File: src/sv/ffrw_pkg.sv
// ----------------------------------------------------------------------------
// ffrw_pkg
// Shared types and codes of the arrival-ordered readers/writers lock arbiter.
// ----------------------------------------------------------------------------
package ffrw_pkg;

  // default sizes
  localparam int QUEUE_DEPTH_DEF = 16;
  localparam int MAX_CLIENTS_DEF = 128;
  // grants delivered for one request at most
  localparam int MAX_RESULTS     = 16;
  localparam int ID_W            = 7;
  localparam int COUNT_W         = 8;

  typedef enum logic [1:0] {
    ACT_REQ_READ  = 2'd0,
    ACT_REQ_WRITE = 2'd1,
    ACT_REL_READ  = 2'd2,
    ACT_REL_WRITE = 2'd3
  } action_t;

  typedef enum logic [1:0] {
    MODE_IDLE  = 2'd0,
    MODE_READ  = 2'd1,
    MODE_WRITE = 2'd2
  } mode_t;

  typedef enum logic [1:0] {
    ERR_OK       = 2'd0,
    ERR_FULL     = 2'd1,
    ERR_MISMATCH = 2'd2
  } err_t;

  // one waiting request
  typedef struct packed {
    logic            writer;
    logic [ID_W-1:0] id;
  } wait_ent_t;

  // one pending result
  typedef struct packed {
    logic            grant;
    logic            writer;
    logic [ID_W-1:0] id;
  } res_ent_t;

  // controls handed to a row of cells
  typedef struct packed {
    logic shift_en;
    logic wr_en;
  } chain_ctl_t;

endpackage

File: src/sv/ffrw_cell.sv
// ----------------------------------------------------------------------------
// ffrw_cell
// One storage cell of a shifting row: loads its own write data or takes the
// word of its upper neighbor.
// ----------------------------------------------------------------------------
module ffrw_cell import ffrw_pkg::*; #(
  parameter int WIDTH = 8
) (
  input  logic             clk,
  input  chain_ctl_t       ctl,
  input  logic [WIDTH-1:0] shift_in,
  input  logic [WIDTH-1:0] wr_data,
  output logic [WIDTH-1:0] q
);

  logic [WIDTH-1:0] data_r;

  // direct write wins, otherwise move one place toward the head
  always_ff @(posedge clk) begin
    if (ctl.wr_en) begin
      data_r <= wr_data;
    end else if (ctl.shift_en) begin
      data_r <= shift_in;
    end
  end

  assign q = data_r;

endmodule

File: src/sv/ffrw_chain.sv
// ----------------------------------------------------------------------------
// ffrw_chain
// Row of cells with the head at cell 0. A write lands at one indexed cell,
// a shift moves every word one cell toward the head.
// ----------------------------------------------------------------------------
module ffrw_chain import ffrw_pkg::*; #(
  parameter int DEPTH = 16,
  parameter int WIDTH = 8,
  localparam int IW   = (DEPTH > 1) ? $clog2(DEPTH) : 1
) (
  input  logic             clk,
  input  chain_ctl_t       ctl,
  input  logic [IW-1:0]    wr_idx,
  input  logic [WIDTH-1:0] wr_data,
  output logic [WIDTH-1:0] head
);

  logic [WIDTH-1:0] cell_q [DEPTH];

  for (genvar i = 0; i < DEPTH; i++) begin : g_cell
    chain_ctl_t       cell_ctl;
    logic [WIDTH-1:0] up_q;

    // per-cell write decode
    assign cell_ctl.shift_en = ctl.shift_en;
    assign cell_ctl.wr_en    = ctl.wr_en && (wr_idx == IW'(i));
    // top cell holds its own word on a shift
    assign up_q = (i == DEPTH - 1) ? cell_q[i] : cell_q[(i == DEPTH - 1) ? i : i + 1];

    ffrw_cell #(
      .WIDTH (WIDTH)
    ) u_cell (
      .clk      (clk),
      .ctl      (cell_ctl),
      .shift_in (up_q),
      .wr_data  (wr_data),
      .q        (cell_q[i])
    );
  end

  assign head = cell_q[0];

endmodule

File: src/sv/fifo_fair_reader_writer_lock.sv
// ----------------------------------------------------------------------------
// fifo_fair_reader_writer_lock
// Readers/writers lock arbiter that grants waiting requests in arrival order.
// ----------------------------------------------------------------------------
// One request is handled at a time. It is first taken (immediate grant,
// queueing or release), then the wait queue, a row of cells with its head at
// cell 0, grants its head one per cycle while the lock and the result row allow
// it, and finally the results are shown one per cycle from a second row of cells
// while the consumer takes them. A request that ends in an error skips the
// drain. The consumer holding out_ready low stalls the result phase. Every
// result of one request carries the lock mode and reader count that hold after
// the whole request. No clearing pass is needed after reset.
module fifo_fair_reader_writer_lock import ffrw_pkg::*; #(
  parameter int QUEUE_DEPTH = QUEUE_DEPTH_DEF,
  parameter int MAX_CLIENTS = MAX_CLIENTS_DEF
) (
  input  logic               clk,
  input  logic               rst_n,
  input  logic               in_valid,
  output logic               in_ready,
  input  logic [1:0]         in_action,
  input  logic [ID_W-1:0]    in_requester_id,
  output logic               out_valid,
  input  logic               out_ready,
  output logic               out_grant_valid,
  output logic [ID_W-1:0]    out_grant_id,
  output logic               out_grant_is_writer,
  output logic [1:0]         out_error_code,
  output logic [1:0]         out_lock_mode,
  output logic [COUNT_W-1:0] out_reader_count,
  output logic               out_last
);

  localparam int READER_CAP = (MAX_CLIENTS < 255) ? MAX_CLIENTS : 255;
  localparam int QCW        = $clog2(QUEUE_DEPTH + 1);
  localparam int QIW        = $clog2(QUEUE_DEPTH);
  localparam int NW         = $clog2(MAX_RESULTS + 1);
  localparam int RIW        = $clog2(MAX_RESULTS);
  localparam int WE_W       = $bits(wait_ent_t);
  localparam int RE_W       = $bits(res_ent_t);

  typedef enum logic [2:0] {
    S_IDLE  = 3'b001,
    S_DRAIN = 3'b010,
    S_EMIT  = 3'b100
  } state_t;

  state_t             state_r, state_nxt;
  mode_t              mode_r, mode_nxt;
  logic [COUNT_W-1:0] readers_r, readers_nxt;
  logic [QCW-1:0]     qcount_r, qcount_nxt;
  logic [NW-1:0]      n_r, n_nxt;
  err_t               err_r, err_nxt;

  chain_ctl_t         q_ctl, r_ctl;
  logic [QIW-1:0]     q_idx;
  logic [RIW-1:0]     r_idx;
  wait_ent_t          q_wdata, q_head;
  res_ent_t           r_wdata, r_head;
  logic [WE_W-1:0]    q_head_raw;
  logic [RE_W-1:0]    r_head_raw;

  logic               q_empty, q_full, below_cap, room;

  assign q_head   = wait_ent_t'(q_head_raw);
  assign r_head   = res_ent_t'(r_head_raw);
  assign q_empty  = (qcount_r == '0);
  assign q_full   = (qcount_r == QCW'(QUEUE_DEPTH));
  assign below_cap = (readers_r < COUNT_W'(READER_CAP));
  assign room     = (n_r != NW'(MAX_RESULTS));

  // wait queue
  ffrw_chain #(
    .DEPTH (QUEUE_DEPTH),
    .WIDTH (WE_W)
  ) u_wait_q (
    .clk     (clk),
    .ctl     (q_ctl),
    .wr_idx  (q_idx),
    .wr_data (q_wdata),
    .head    (q_head_raw)
  );

  // results of the current request
  ffrw_chain #(
    .DEPTH (MAX_RESULTS),
    .WIDTH (RE_W)
  ) u_res_q (
    .clk     (clk),
    .ctl     (r_ctl),
    .wr_idx  (r_idx),
    .wr_data (r_wdata),
    .head    (r_head_raw)
  );

  // request handling, drain and result sequencing
  always_comb begin
    state_nxt   = state_r;
    mode_nxt    = mode_r;
    readers_nxt = readers_r;
    qcount_nxt  = qcount_r;
    n_nxt       = n_r;
    err_nxt     = err_r;
    q_ctl       = '0;
    q_idx       = qcount_r[QIW-1:0];
    q_wdata     = '{writer: 1'b0, id: in_requester_id};
    r_ctl       = '0;
    r_idx       = n_r[RIW-1:0];
    r_wdata     = '0;

    case (state_r)
      S_IDLE: begin
        if (in_valid) begin
          err_nxt = ERR_OK;
          n_nxt   = '0;
          r_idx   = '0;
          case (action_t'(in_action))
            ACT_REQ_READ: begin
              if (q_empty && mode_r != MODE_WRITE && below_cap) begin
                mode_nxt      = MODE_READ;
                readers_nxt   = readers_r + 1'b1;
                r_ctl.wr_en   = 1'b1;
                r_wdata       = '{grant: 1'b1, writer: 1'b0, id: in_requester_id};
                n_nxt         = NW'(1);
              end else if (q_full) begin
                err_nxt = ERR_FULL;
              end else begin
                q_ctl.wr_en = 1'b1;
                qcount_nxt  = qcount_r + 1'b1;
              end
            end
            ACT_REQ_WRITE: begin
              if (mode_r == MODE_IDLE && q_empty) begin
                mode_nxt    = MODE_WRITE;
                r_ctl.wr_en = 1'b1;
                r_wdata     = '{grant: 1'b1, writer: 1'b1, id: in_requester_id};
                n_nxt       = NW'(1);
              end else if (q_full) begin
                err_nxt = ERR_FULL;
              end else begin
                q_ctl.wr_en = 1'b1;
                q_wdata     = '{writer: 1'b1, id: in_requester_id};
                qcount_nxt  = qcount_r + 1'b1;
              end
            end
            ACT_REL_READ: begin
              if (mode_r != MODE_READ || readers_r == '0) begin
                err_nxt = ERR_MISMATCH;
              end else begin
                readers_nxt = readers_r - 1'b1;
                if (readers_r == COUNT_W'(1)) begin
                  mode_nxt = MODE_IDLE;
                end
              end
            end
            ACT_REL_WRITE: begin
              if (mode_r != MODE_WRITE) begin
                err_nxt = ERR_MISMATCH;
              end else begin
                mode_nxt = MODE_IDLE;
              end
            end
            default: begin
              err_nxt = ERR_MISMATCH;
            end
          endcase
          // an error gives a lone status result
          if (err_nxt != ERR_OK) begin
            r_ctl.wr_en = 1'b1;
            r_wdata     = '0;
            n_nxt       = NW'(1);
            state_nxt   = S_EMIT;
          end else begin
            state_nxt = S_DRAIN;
          end
        end
      end

      S_DRAIN: begin
        // grant the queue head while the lock allows it
        if (room && !q_empty &&
            (mode_r == MODE_IDLE ||
             (mode_r == MODE_READ && !q_head.writer && below_cap))) begin
          if (mode_r == MODE_IDLE) begin
            mode_nxt    = q_head.writer ? MODE_WRITE : MODE_READ;
            readers_nxt = q_head.writer ? '0 : COUNT_W'(1);
          end else begin
            readers_nxt = readers_r + 1'b1;
          end
          q_ctl.shift_en = 1'b1;
          qcount_nxt     = qcount_r - 1'b1;
          r_ctl.wr_en    = 1'b1;
          r_wdata        = '{grant: 1'b1, writer: q_head.writer, id: q_head.id};
          n_nxt          = n_r + 1'b1;
        end else begin
          // nothing granted at all: one status result
          if (n_r == '0) begin
            r_ctl.wr_en = 1'b1;
            r_wdata     = '0;
            n_nxt       = NW'(1);
          end
          state_nxt = S_EMIT;
        end
      end

      S_EMIT: begin
        if (out_ready) begin
          r_ctl.shift_en = 1'b1;
          n_nxt          = n_r - 1'b1;
          if (n_r == NW'(1)) begin
            state_nxt = S_IDLE;
          end
        end
      end

      default: begin
        state_nxt = S_IDLE;
      end
    endcase
  end

  // control registers
  always_ff @(posedge clk) begin
    if (!rst_n) begin
      state_r   <= S_IDLE;
      mode_r    <= MODE_IDLE;
      readers_r <= '0;
      qcount_r  <= '0;
      n_r       <= '0;
      err_r     <= ERR_OK;
    end else begin
      state_r   <= state_nxt;
      mode_r    <= mode_nxt;
      readers_r <= readers_nxt;
      qcount_r  <= qcount_nxt;
      n_r       <= n_nxt;
      err_r     <= err_nxt;
    end
  end

  // ports
  assign in_ready            = (state_r == S_IDLE);
  assign out_valid           = (state_r == S_EMIT);
  assign out_grant_valid     = r_head.grant;
  assign out_grant_id        = r_head.id;
  assign out_grant_is_writer = r_head.writer;
  assign out_error_code      = err_r;
  assign out_lock_mode       = mode_r;
  assign out_reader_count    = readers_r;
  assign out_last            = (n_r == NW'(1));

  // checks
  a_qcount_bound: assert property (@(posedge clk) disable iff (!rst_n)
    qcount_r <= QCW'(QUEUE_DEPTH))
    else $error("wait queue count beyond depth");

  a_idle_no_readers: assert property (@(posedge clk) disable iff (!rst_n)
    mode_r == MODE_IDLE |-> readers_r == '0)
    else $error("readers counted while lock idle");

  a_emit_nonempty: assert property (@(posedge clk) disable iff (!rst_n)
    state_r == S_EMIT |-> n_r != '0)
    else $error("result phase with no pending result");

  a_last_frees: assert property (@(posedge clk) disable iff (!rst_n)
    out_valid && out_ready && out_last |=> in_ready)
    else $error("block busy after final result");

  a_error_alone: assert property (@(posedge clk) disable iff (!rst_n)
    out_valid && out_error_code != ERR_OK |-> out_last && !out_grant_valid)
    else $error("error result not a lone status result");

endmodule
File: config.mk
export PLATFORM = sky130hd
export DESIGN_NAME = fifo_fair_reader_writer_lock
export DESIGN_NICKNAME = d
export VERILOG_FILES = /design/src/sv/ffrw_pkg.sv /design/src/sv/ffrw_cell.sv /design/src/sv/ffrw_chain.sv /design/src/sv/fifo_fair_reader_writer_lock.sv
export SDC_FILE = /design/constraint.sdc
export NUM_CORES = 1
export LEC_CHECK = 0
export BUFFER_PORTS_ARGS = -buffer_cell sky130_fd_sc_hd__buf_4
export CAP_MARGIN = 0
export CORE_MARGIN = 5
export CORE_UTILIZATION = 30
export DETAILED_ROUTE_END_ITERATION = 7
export GPL_TIMING_DRIVEN = 0
export PLACE_DENSITY_LB_ADDON = 0.12
export SLEW_MARGIN = 20
export SYNTH_ARGS = -nofsm -noshare
export SYNTH_HDL_FRONTEND = slang
export SYNTH_SLANG_ARGS = --single-unit
File: constraint.sdc
create_clock -name clk -period 8.6 [get_ports clk]
set_input_delay 1.29 -clock clk [delete_from_list [all_inputs] [get_ports clk]]
set_output_delay 1.29 -clock clk [all_outputs]
set_load 0.01 [all_outputs]
== After elaboration in Yosys (flattened, before gate mapping) ==
Cells that the tools add are included.

* Bits in registers: 297
* Input port bits: 13

* Order comparisons: 1
* Reduce and logical (&&, ||, !) cells: 89
* Add/subtract/negate cells: 6
* Multiplexer cells: 141
* Eq/ne operators: 59

{| class="wikitable"
|+ Operator list
! cell !! number
|-
| two-way mux 8 bit || 40
|-
| two-way mux 9 bit || 35
|-
| == test 4 bit, second input constant || 16
|-
| nonzero test 2 bit || 32
|-
| two-way mux 5 bit || 10
|-
| logical AND 1 bit || 39
|-
| case mux 9 bit (2 select lines) || 2
|-
| == test 4 x 3 -> 1 bit, second input constant || 8
|-
| case mux 8 bit (2 select lines) || 2
|-
| two-way mux 2 bit || 14
|-
| inequality test 3 bit, second input constant || 8
|-
| two-way mux 1 bit || 20
|-
| case mux 5 bit (2 select lines) || 2
|-
| == test 4 x 2 -> 1 bit, second input constant || 4
|-
| case mux 2 bit (4 select lines) || 2
|-
| two-way mux 3 bit || 5
|-
| case mux 5 bit (3 select lines) || 1
|-
| AND reduction 6 bit || 2
|-
| adder 5 x 1 -> 5 bit, second input constant || 2
|-
| zero test 5 bit || 2
|-
| inequality test 2 bit, second input constant || 5
|-
| subtractor 5 x 1 -> 5 bit, second input constant || 2
|-
| case mux 3 bit (3 select lines) || 1
|-
| AND reduction 9 bit || 1
|-
| 26 further kinds || 41
|}

== Longest topological paths before layout ==
Gate-level depths: netlist of run 1.

* Word-level depth: 13
* Mapped depth: 11
* Gate-level depth less buffers: 8

== By module ==
A second synthesis of run 1 with hierarchy kept.

* Cells, all modules: 937
* Area total of the unflattened synthesis: 15230.9 um2

{| class="wikitable"
|+ By module, submodules not included
! module !! area each (um2) !! cells each !! seq. area each (um2) !! times used
|-
| ffrw_cell (u_res_q.g_cell[0].u_cell ...) || 422.9 || 20 || 270.3 || 16
|-
| ffrw_cell (u_wait_q.g_cell[0].u_cell ...) || 377.9 || 18 || 240.2 || 16
|-
| fifo_fair_reader_writer_lock || 2183.3 || 283 || 500.5 || 1
|-
| ffrw_chain || 117.6 || 23 || 0.0 || 2
|}

== Worst setup path before layout of run 1 ==
No wires, ideal clock.

* Path kind: input port to flip-flop
* From: input in_valid
* To: register u_wait_q.g_cell[15].u_cell.data_r[0], enable pin
* Cell stages on the path: 4
* Setup slack: 5.470 ns
* Arrival: 2.735 ns
* Cell sequence: nor4bb_1 -> clkbuf_1 -> nand2_1 -> nor4_1

{| class="wikitable"
|+ RTL lines
! element !! RTL line !! text
|-
| start: declaration || fifo_fair_reader_writer_lock.sv:19 || <nowiki>input logic in_valid,</nowiki>
|-
| end signal: assignment || ffrw_cell.sv:21 || <nowiki>data_r <= wr_data;</nowiki>
|-
| end signal: assignment || ffrw_cell.sv:23 || <nowiki>data_r <= shift_in;</nowiki>
|-
| end: declaration || ffrw_cell.sv:16 || <nowiki>logic [WIDTH-1:0] data_r;</nowiki>
|}

== Worst setup path in the final report of run 1 ==
* From: input in_action[1]
* To: register u_res_q.g_cell[0].u_cell.data_r[5], enable pin

* Word-level cells in the longest chain between the ends: 10
* Elaborated cells on any way between the ends: 14
* Those cells by class: eq/ne: 3; mux: 7; reduce/logical: 4

{| class="wikitable"
|+ RTL lines
! element !! RTL line !! text
|-
| start: declaration || fifo_fair_reader_writer_lock.sv:21 || <nowiki>input logic [1:0] in_action,</nowiki>
|-
| == test 2 bit, or another cell as far along || fifo_fair_reader_writer_lock.sv:117 || <nowiki>case (action_t'(in_action))</nowiki>
|-
| case mux 2 bit (4 select lines) || fifo_fair_reader_writer_lock.sv:117 ||
|-
| two-way mux 2 bit || fifo_fair_reader_writer_lock.sv:113 || <nowiki>if (in_valid) begin</nowiki>
|-
| two-way mux 2 bit || fifo_fair_reader_writer_lock.sv:111 || <nowiki>case (state_r)</nowiki>
|-
| nonzero test 2 bit || fifo_fair_reader_writer_lock.sv:168 || <nowiki>if (err_nxt != ERR_OK) begin</nowiki>
|-
| two-way mux 1 bit (*) || fifo_fair_reader_writer_lock.sv:168 ||
|-
| two-way mux 1 bit (*) || fifo_fair_reader_writer_lock.sv:113 ||
|-
| case mux 1 bit (2 select lines) (*) || fifo_fair_reader_writer_lock.sv:111 ||
|-
| logical AND 1 bit (*) || ffrw_chain.sv:26 || <nowiki>assign cell_ctl.wr_en = ctl.wr_en && (wr_idx == IW'(i));</nowiki>
|-
| nonzero test 2 bit (no line) (*) || n/a ||
|-
| end signal: assignment || ffrw_cell.sv:21 ||
|-
| end signal: assignment || ffrw_cell.sv:23 ||
|-
| end: declaration || ffrw_cell.sv:16 ||
|}

Every way passes the cells marked *; elsewhere a longest branch is shown, timed or not. The select of a mux whose other input is x is not followed.
A chain may end at the register's enable or synchronous reset.

==> results of run 1 <==
state kept, by name, summed over array words and instances (netlist names):
name / cells
out_reader_count: 8
out_lock_mode: 2
out_error_code: 2
u_wait_q.g_cell.u_cell.q: 128
qcount_r: 5
n_r: 5
u_res_q.g_cell.u_cell.q: 144
state_r: 3
per-stage QoR:
step	util [%]	total power [mW]	worst slack [ns]
2_1_floorplan	-	1.78	5.47
3_3_place_gp	32.5	1.88	4.28
3_5_place_dp	32.5	1.88	4.22
4_1_cts	35.0	3.40	4.78
5_1_grt	35.0	3.49	4.56
6_report	35.0	3.35	4.89
logic make-up (layout without fill, tap and decap cells):
kind of cell	count (synthesis)	in the layout
buf+inv	97	198
xor+xnor	3	3
compound gates	234	234
fa+ha+maj	11	11
flops	297	297
mux	134	134
simple gates	297	297
critical path: stages:
cell and delay [ns]:
buf_4 0.09, clkbuf_1 0.36, buf_1 0.49, nand3b_1 0.21, o2111ai_1 0.22, a2bb2oi_2 0.69
nand2_1 0.50
worst max-delay path by stage:
stage                 start                              end  slack (ns)  cells after the start
2_1_floorplan      in_valid  u_wait_q.g_cell[15].u_cell.q[0]        5.47                      4
3_3_place_gp   in_action[1]    u_res_q.g_cell[0].u_cell.q[1]        4.28                      7
3_5_place_dp   in_action[1]    u_res_q.g_cell[0].u_cell.q[5]        4.22                      7
4_1_cts        in_action[1]    u_res_q.g_cell[0].u_cell.q[2]        4.78                      7
5_1_grt              n_r[0]   u_res_q.g_cell[10].u_cell.q[7]        4.56                     10
6_report       in_action[1]    u_res_q.g_cell[0].u_cell.q[5]        4.89                      7
layer usage:
layer  track usage, %  vias to the layer above  share of wire, %
met1             19.0                     4368                47
li1                 -                     4224                 -
met5                0                        -                 0
met4             4.82                        0               2.7
met3             2.30                       54               3.2
met2             22.8                      159                47
Yosys cell counts, types with 16 or more instances:
cell type	number	area share [%]
o211ai_1	16	0.88
dfxtp_1	25	3.7
nand2b_1	17	0.78
nor2_1	26	0.71
mux2_2	128	11
inv_1	22	0.60
edfxtp_1	272	60
a21oi_1	17	0.62
clkbuf_1	52	1.4
nand2_1	169	4.6
o21ai_0	111	4.1
o21ai_1	19	0.70
final cells by class:
| class | instances | area [sq um] | share of cell area (%) |
|---|---|---|---|
| plain buffers | 74 | 307 | 1.93 |
| clock buffers | 45 | 956 | 6.02 |
| clock inverters | 18 | 191 | 1.21 |
| inverters | 23 | 86.3 | 0.544 |
| multi-input cells | 679 | 4630 | 29.2 |
| flip-flops and latches | 297 | 8670 | 54.6 |
| well taps | 600 | 751 | 4.73 |
| repair buffers | 38 | 283 | 1.78 |
power by group through the flow:
stage | logic [mW] | clock network [mW] | registers, mW
2_1_floorplan | 0.151 | 0 | 1.63
3_3_place_gp | 0.251 | 0 | 1.63
3_5_place_dp | 0.251 | 0 | 1.63
4_1_cts | 0.252 | 1.55 | 1.60
5_1_grt | 0.275 | 1.61 | 1.61
6_report | 0.250 | 1.50 | 1.60
==> flow_metrics.env, run 1 <==
export IMPL_antenna_found_initial=0
export IMPL_grt_pass1_vias=9024
export IMPL_synth_compound_area_share_pct=11.0
export IMPL_dieArea_sq_um=50000
export IMPL_slew_violations=0
export IMPL_grt_util_all_layers_pct=14.0
export IMPL_final_min_period_over_clock_period_pct=43.2
export IMPL_min_from="u_res_q.g_cell[8].u_cell.q[8]"
export IMPL_synth_edf_count=272
export IMPL_io_buffers=36
export IMPL_seq_area_frac_synth_pct=63.4
export IMPL_finalInstanceArea_sq_um=15900
export IMPL_slew_headroom_pct=32.0
export IMPL_r2r_cells=10
export IMPL_vias=8805
export IMPL_yosys_area_share_simple_pct=10.5
export IMPL_drc_errors=0
export IMPL_p_leak_nw=5.65
export IMPL_ir_drop_uv=115
export IMPL_cts_resized=0
export IMPL_drt_initial_drc_count=507
export IMPL_dieHeight_um=224
export IMPL_final_hold_viol_count=0
export IMPL_layout_drive_gt1_share_pct=22.1
export IMPL_final_common_cell="edfxtp_1"
export IMPL_worst_setup_path_end_kind="flop"
export IMPL_hold_slack_ns=0.504
export IMPL_sequentialPowerShare_pct=47.8
export IMPL_worstHoldPathCells=1
export IMPL_worst_pin_slew_ns=1.01
export IMPL_gp_congestion=0.807
export IMPL_max_freq_mhz=269
export IMPL_period_needed_ns=3.71
export IMPL_dp_hpwl_mm=24.2
export IMPL_r2r_start="n_r[1]"
export IMPL_place_area_sq_um=14700
export IMPL_outcome="complete, no violations"
export IMPL_clk_pin_slew_worst_paths_ns=0.05
export IMPL_clkLatencyLatePin_ns=0.54
export IMPL_crit_type="in2reg"
export IMPL_syn_nets=1097
export IMPL_ys_warn_count=0
export IMPL_grt_pass1_wl_mm=54.8
export IMPL_post_cts_buffers=0
export IMPL_wl_mm=35.2
export IMPL_synth_cell_types=77
export IMPL_dominantRegCellSynth="edfxtp_1"
export IMPL_nets=1173
export IMPL_start_kind="input pin"
export IMPL_cp_arrival_ns=3.87
export IMPL_syn_area_sq_um=13700
export IMPL_internal_power_mw=2.58
export IMPL_instances_no_fill=1774
export IMPL_core_sq_um=45300
export IMPL_finalSetupTns_ns=0
export IMPL_fillerInstances=4564
export IMPL_fp_row_count=78
export IMPL_diodes=0
export IMPL_placed_cells=1711
export IMPL_cts_tree="built"
export IMPL_combPwrFrac_pct=7.4
export IMPL_synthArstFlopShare_pct=0
export IMPL_holdPathEnd="u_res_q.g_cell[7].u_cell.q[8]"
export IMPL_synth_seq_cells=297
export IMPL_synth_xor_area_share_pct=0.192
export IMPL_synth_adder_area_share_pct=1.06
export IMPL_clock_sinks=297
export IMPL_die_w_um=224
export IMPL_root_buffer="clkbuf_16"
export IMPL_syn_area_per_cell_sq_um=12.7
export IMPL_r2r_end="u_res_q.g_cell[10].u_cell.q[7]"
export IMPL_initial_core_util_pct=30.2
export IMPL_muxShareOfSynthArea_pct=11.0
export IMPL_pwr_share_clk_pct=44.8
export IMPL_area_delta_synth_final_pct=16.0
export IMPL_holdBufCountCts=0
export IMPL_p_per_area_nw_per_um2=211
export IMPL_netlist_instances=1073
export IMPL_switching_share_pct=23.1
export IMPL_cts_buffers=36
export IMPL_power_switching_uw=775
export IMPL_hold_path_class="reg2reg"
export IMPL_drtAntennaViolNets=0
export IMPL_grt_max_degree=14
export IMPL_viasPerCell=4.96
export IMPL_layout_common_cells="edfxtp_1 (272), nand2_1 (169), mux2_2 (128)"
export IMPL_setup_violations=0
export IMPL_clockBufferDepth=3
export IMPL_pin_count=37
export IMPL_rsz0062_at_grt="false"
export IMPL_clock_skew_ns=0.0261
export IMPL_ff2ff_setup_slack_ns=4.92
export IMPL_synth_top_family_by_area="compound AO/OA/AOI/OAI gates"
export IMPL_h_tree_depth=2
export IMPL_cap_viol_max_count=0
export IMPL_grt_overflow=0
export IMPL_detail_route_wl_per_cell_um=19.8
export IMPL_path_max_fanout=10
export IMPL_drt_pre_antenna_iters=5
export IMPL_crit_required_ns=8.76
Note: power is estimated with default switching activity, not from simulation.
==> run 2, diff against run 1 <==
Clock period 8.6 ns to 3.7 ns, I/O delays scaled along.
==> run 2 against run 1 <==
  * Clock power grew 130%
  * Sequential power up 130%
  * Power is 130% higher
  * Highest routed layer unchanged
==> flow_metrics.env, run 2 (synthesized netlist as in run 1, its figures left out) <==
export IMPL_outcome="complete, no violations"
export IMPL_cp_arrival_ns=3.71
export IMPL_period_needed_ns=3.49
export IMPL_start_kind="flop"
export IMPL_met3RoutedLength_mm=1.10
export IMPL_crit_required_ns=3.92
export IMPL_area_delta_synth_final_pct=16.6
export IMPL_setup_violations=0
export IMPL_fp_row_count=78
export IMPL_nets=1179
export IMPL_h_tree_depth=2
export IMPL_antenna_found_initial=0
export IMPL_diodes=0
export IMPL_drt_pre_antenna_iters=5
export IMPL_p_per_area_nw_per_um2=489
export IMPL_dieArea_sq_um=50000
export IMPL_dp_hpwl_mm=24.2
export IMPL_dr_wl_met2_mm=16.5
export IMPL_clockBufferDepth=3
export IMPL_initial_core_util_pct=30.2
export IMPL_cts_tree="built"
export IMPL_cts_buffers=36
export IMPL_path_cells="inv_1, ha_1, or3b_2, nor3_2, nor4_4, a32oi_1, clkbuf_1, o21ai_0"
export IMPL_root_buffer="clkbuf_16"
export IMPL_maxUsedRoutingLayer="met4"
export IMPL_slew_headroom_pct=30.5
export IMPL_crit_type="reg2reg"
export IMPL_cp_slowest_stage_delay_ns=0.63
export IMPL_place_area_sq_um=14700
export IMPL_grt_max_degree=14
export IMPL_vias=8844
export IMPL_final_hold_viol_count=0
export IMPL_worst_pin_slew_ns=1.04
export IMPL_drc_errors=0
export IMPL_worst_setup_path_end_kind="flop"
export IMPL_holdBufCountCts=0
export IMPL_die_w_um=224
export IMPL_clkLatencyLatePin_ns=0.54
export IMPL_ir_drop_uv=269
export IMPL_hold_path_class="in2reg"
export IMPL_viasPerCell=4.97
export IMPL_core_sq_um=45300
export IMPL_detail_route_wl_per_cell_um=19.8
export IMPL_grt_overflow=0
export IMPL_slowest_stage="a32oi_1"
export IMPL_max_freq_mhz=287
export IMPL_grt_pass1_vias=9014
export IMPL_clk_pin_slew_worst_paths_ns=0.06
export IMPL_cp_buffers_inverters=2
export IMPL_finalInstanceArea_sq_um=15900
export IMPL_clock_skew_ns=0.0261
export IMPL_clock_sinks=297
export IMPL_final_min_period_over_clock_period_pct=94.2
export IMPL_cap_viol_max_count=0
export IMPL_pin_count=37
export IMPL_layout_drive_gt1_share_pct=23.5
export IMPL_drtAntennaViolNets=0
export IMPL_p_leak_nw=5.68
export IMPL_rsz0062_at_grt="false"
export IMPL_layout_common_cells="edfxtp_1 (272), nand2_1 (163), mux2_2 (128)"
export IMPL_gp_congestion=0.807
export IMPL_grt_pass1_wl_mm=54.8
export IMPL_crit_family="simple AND/OR/NAND/NOR gates"
export IMPL_path_max_fanout=10
export IMPL_final_common_cell="edfxtp_1"
export IMPL_io_buffers=36
export IMPL_ff2ff_setup_slack_ns=0.21
export IMPL_largest_reg_flops=144
export IMPL_grt_util_all_layers_pct=14.0
export IMPL_wl_mm=35.2
export IMPL_m1WireLength_mm=16.7
export IMPL_drt_initial_drc_count=471
export IMPL_slew_violations=0
export IMPL_power_total_mw=7.80
export IMPL_dieHeight_um=224
==> run 2: worst paths after layout <==
kind / start / to / depth (start not counted)
worst min register to register: u_res_q.g_cell[8].u_cell.q[8] / u_res_q.g_cell[7].u_cell.q[8] / 1
worst max register to register: out_reader_count[1] / u_res_q.g_cell[10].u_cell.q[1] / 8
worst max-delay path: out_reader_count[1] / u_res_q.g_cell[10].u_cell.q[1] / 8
worst min-delay path: in_requester_id[2] / u_wait_q.g_cell[15].u_cell.q[2] / 1
==> run 2: metrics by stage <==
| stage | instances | hold slack (ns) | setup WS (ns) | TNS [ns] | utilization, % |
|---|---|---|---|---|---|
| 5_1_grt | 1780 | 0.292 | 0.00110 | 0 | 35.2 |
| 3_5_place_dp | 1711 | 0.497 | -0.0313 | -0.0313 | 32.5 |
| 3_3_place_gp | 1709 | 0.484 | -0.0676 | -0.405 | 32.5 |
| 4_1_cts | 1774 | 0.269 | 0.0722 | 0 | 35.0 |
| 6_report | 1780 | 0.309 | 0.214 | 0 | 35.2 |
| 2_1_floorplan | 1073 | 0.451 | 0.844 | 0 | - |
==> run 2: layout make-up <==
class,count,area (sq um)
fill,4564,29300
buffer,74,309
timing repair buffer,44,328
multi-input combinational,679,4660
clock inverter,18,191
tap,600,751
clock buffer,45,956
inverter,23,86.3
sequential,297,8670
==> run 2: timing repair <==
action / 4_1_cts / 5_1_grt
endpoints found under the setup margin: 2 / 107
setup buffers: 0 / 6
pin swaps: 0 / 2
resized for setup: 1 / 12
==> run 2: layer usage <==
layer / GRT usage [%] / vias up
met5: 0 / -
met3: 2.22 / 52
met4: 4.66 / 0
li1: - / 4237
met1: 19.1 / 4397
met2: 22.9 / 158
==> run 2: power by group <==
group          switching, mW  internal [mW]
clock network           1.38           2.11
logic                  0.386          0.198
registers             0.0361           3.69
total                   1.81           6.00
==> run 3, diff against run 2 <==
Settings changed: CORE_MARGIN 5 to default, PLACE_DENSITY_LB_ADDON 0.12 to 0.25.
==> run 3 against run 2 <==
  * Combinational power decreased by 2%
  * Worst setup slack worse by 0.019 ns
  * Highest routed layer unchanged
  * Non-clock buffer count shrank 6
  * Sequential share of layout area increased by 1.1 points
  * Final area is 1.9% lower
  * Largest power group unchanged
  * Critical path type unchanged
==> flow_metrics.env, run 3 (synthesized netlist as in run 1, its figures left out) <==
export IMPL_outcome="complete, no violations"
export IMPL_ir_drop_uv=293
export IMPL_vias=8714
export IMPL_rsz0062_at_grt="false"
export IMPL_detail_route_wl_per_cell_um=18.5
export IMPL_switching_share_pct=23.5
export IMPL_post_cts_buffers=0
export IMPL_worst_setup_path_end_kind="flop"
export IMPL_p_per_area_nw_per_um2=451
export IMPL_cts_tree="built"
export IMPL_gp_congestion=0.852
export IMPL_drc_errors=0
export IMPL_slew_headroom_pct=34.2
export IMPL_diodes=0
export IMPL_dieHeight_um=216
export IMPL_drt_initial_drc_count=528
export IMPL_place_area_sq_um=14700
export IMPL_path_cells="clkbuf_1, inv_1, ha_1, nor4bb_1, a2111oi_2, and2_1, buf_2, a32oi_1, buf_2, o21ai_0"
export IMPL_nets=1168
export IMPL_drtAntennaViolNets=0
export IMPL_slew_violations=0
export IMPL_fp_row_count=77
export IMPL_final_hold_viol_count=0
export IMPL_final_util_pct=35.1
export IMPL_dp_hpwl_mm=22.6
export IMPL_r2r_cells=10
export IMPL_setup_violations=0
export IMPL_cap_viol_max_count=0
export IMPL_pwr_share_clk_pct=39.1
export IMPL_sequentialPowerShare_pct=52.8
export IMPL_cp_slowest_stage_delay_ns=0.46
export IMPL_hold_path_class="in2reg"
export IMPL_grt_overflow=0
export IMPL_dieArea_sq_um=46400
export IMPL_grt_pass1_vias=8695
export IMPL_grt_pass1_wl_mm=50.6
export IMPL_final_min_period_over_clock_period_pct=94.7
export IMPL_start_kind="flop"
export IMPL_initial_core_util_pct=30.7
export IMPL_layout_drive_gt1_share_pct=22.7
export IMPL_slowest_stage="a2111oi_2"
export IMPL_worstHoldPathCells=1
export IMPL_core_sq_um=44600
export IMPL_drt_pre_antenna_iters=4
export IMPL_final_common_cell="edfxtp_1"
export IMPL_internal_power_mw=5.40
export IMPL_worst_pin_slew_ns=0.986
export IMPL_crit_required_ns=4.05
export IMPL_largest_reg_flops=144
export IMPL_p_leak_nw=5.52
export IMPL_io_buffers=36
export IMPL_hold_slack_ns=0.266
export IMPL_pin_count=37
export IMPL_root_buffer="clkbuf_16"
export IMPL_grt_util_all_layers_pct=13.8
export IMPL_period_needed_ns=3.51
export IMPL_antenna_found_initial=0
export IMPL_cp_arrival_ns=3.85
export IMPL_clock_skew_ns=0.0193
export IMPL_grt_max_degree=16
export IMPL_die_w_um=216
export IMPL_path_max_fanout=10
export IMPL_area_delta_synth_final_pct=14.4
export IMPL_critPathMostFrequentCell="buf_2"
export IMPL_combPwrFrac_pct=8.1
export IMPL_h_tree_depth=1
export IMPL_layout_common_cells="edfxtp_1 (272), nand2_1 (160), mux2_2 (128)"
export IMPL_clk_pin_slew_worst_paths_ns=0.06
export IMPL_clock_sinks=297
export IMPL_finalInstanceArea_sq_um=15600
export IMPL_power_switching_mw=1.66
export IMPL_viasPerCell=4.96
export IMPL_wl_mm=32.5
export IMPL_crit_type="reg2reg"
export IMPL_cts_buffers=31
export IMPL_max_freq_mhz=285
export IMPL_clkLatencyLatePin_ns=0.57
export IMPL_clockBufferDepth=3
## run 3: routing by layer
metal	up-vias	global-route usage [%]	part of all wire [%]
li1	4219	-	-
met1	4292	18.8	46
met2	155	23.0	48
met3	48	1.99	3.6
met4	0	3.64	2.1
met5	-	0	0
## run 3: power groups by stage
stage	logic, mW	registers (mW)	clock network (mW)
after detailed placement	0.568	3.80	0
after CTS	0.571	3.73	2.84
after floorplan	0.352	3.79	0
after global placement	0.568	3.80	0
final	0.574	3.73	2.76
after global routing	0.625	3.73	2.95
## run 3: worst max-delay path: cells and delay by family (launching register included)
| family | cells | cell delay [ns] |
|---|---|---|
| buffers and inverters | 4 | 1.15 |
| adder cells (fa/ha/maj) | 1 | 0.27 |
| AO/OA/AOI/OAI | 3 | 1.05 |
| AND/OR/NAND/NOR | 2 | 0.45 |
| flip-flops | 1 | 0.36 |
## run 3: repair_timing
item | 4_1_cts | 5_1_grt
hold endpoints to repair | 0 | 0
hold buffers | 0 | 0
resized for setup | 0 | 16
endpoints found under the setup margin | 0 | 103
## run 3: final timing paths
check	from	to	slack, ns
min reg2reg	qcount_r[4]	qcount_r[4]	0.49
max	n_r[0]	u_res_q.g_cell[10].u_cell.q[3]	0.19
max reg2reg	n_r[0]	u_res_q.g_cell[10].u_cell.q[3]	0.19
min	in_requester_id[6]	u_wait_q.g_cell[15].u_cell.q[6]	0.27
## run 3: area by class of cell
| class | count | area [sq um] |
|---|---|---|
| multi-input combinational | 679 | 4670 |
| buffer | 74 | 308 |
| tap | 592 | 741 |
| clock buffer | 34 | 787 |
| clock inverter | 20 | 93.8 |
| inverter | 23 | 86.3 |
| sequential | 297 | 8670 |
| fill | 4339 | 29000 |
| timing repair buffer | 38 | 283 |
## run 3: through the flow
step                total power, mW  instances  setup slack (ns)  setup TNS [ns]
CTS                            7.14       1757            0.0581               0
global route                   7.31       1757            0.0222               0
finish                         7.06       1757             0.194               0
floorplan                      4.15       1073             0.844               0
detailed placement             4.37       1703             0.113               0
global placement               4.37       1701           -0.0304          -0.265
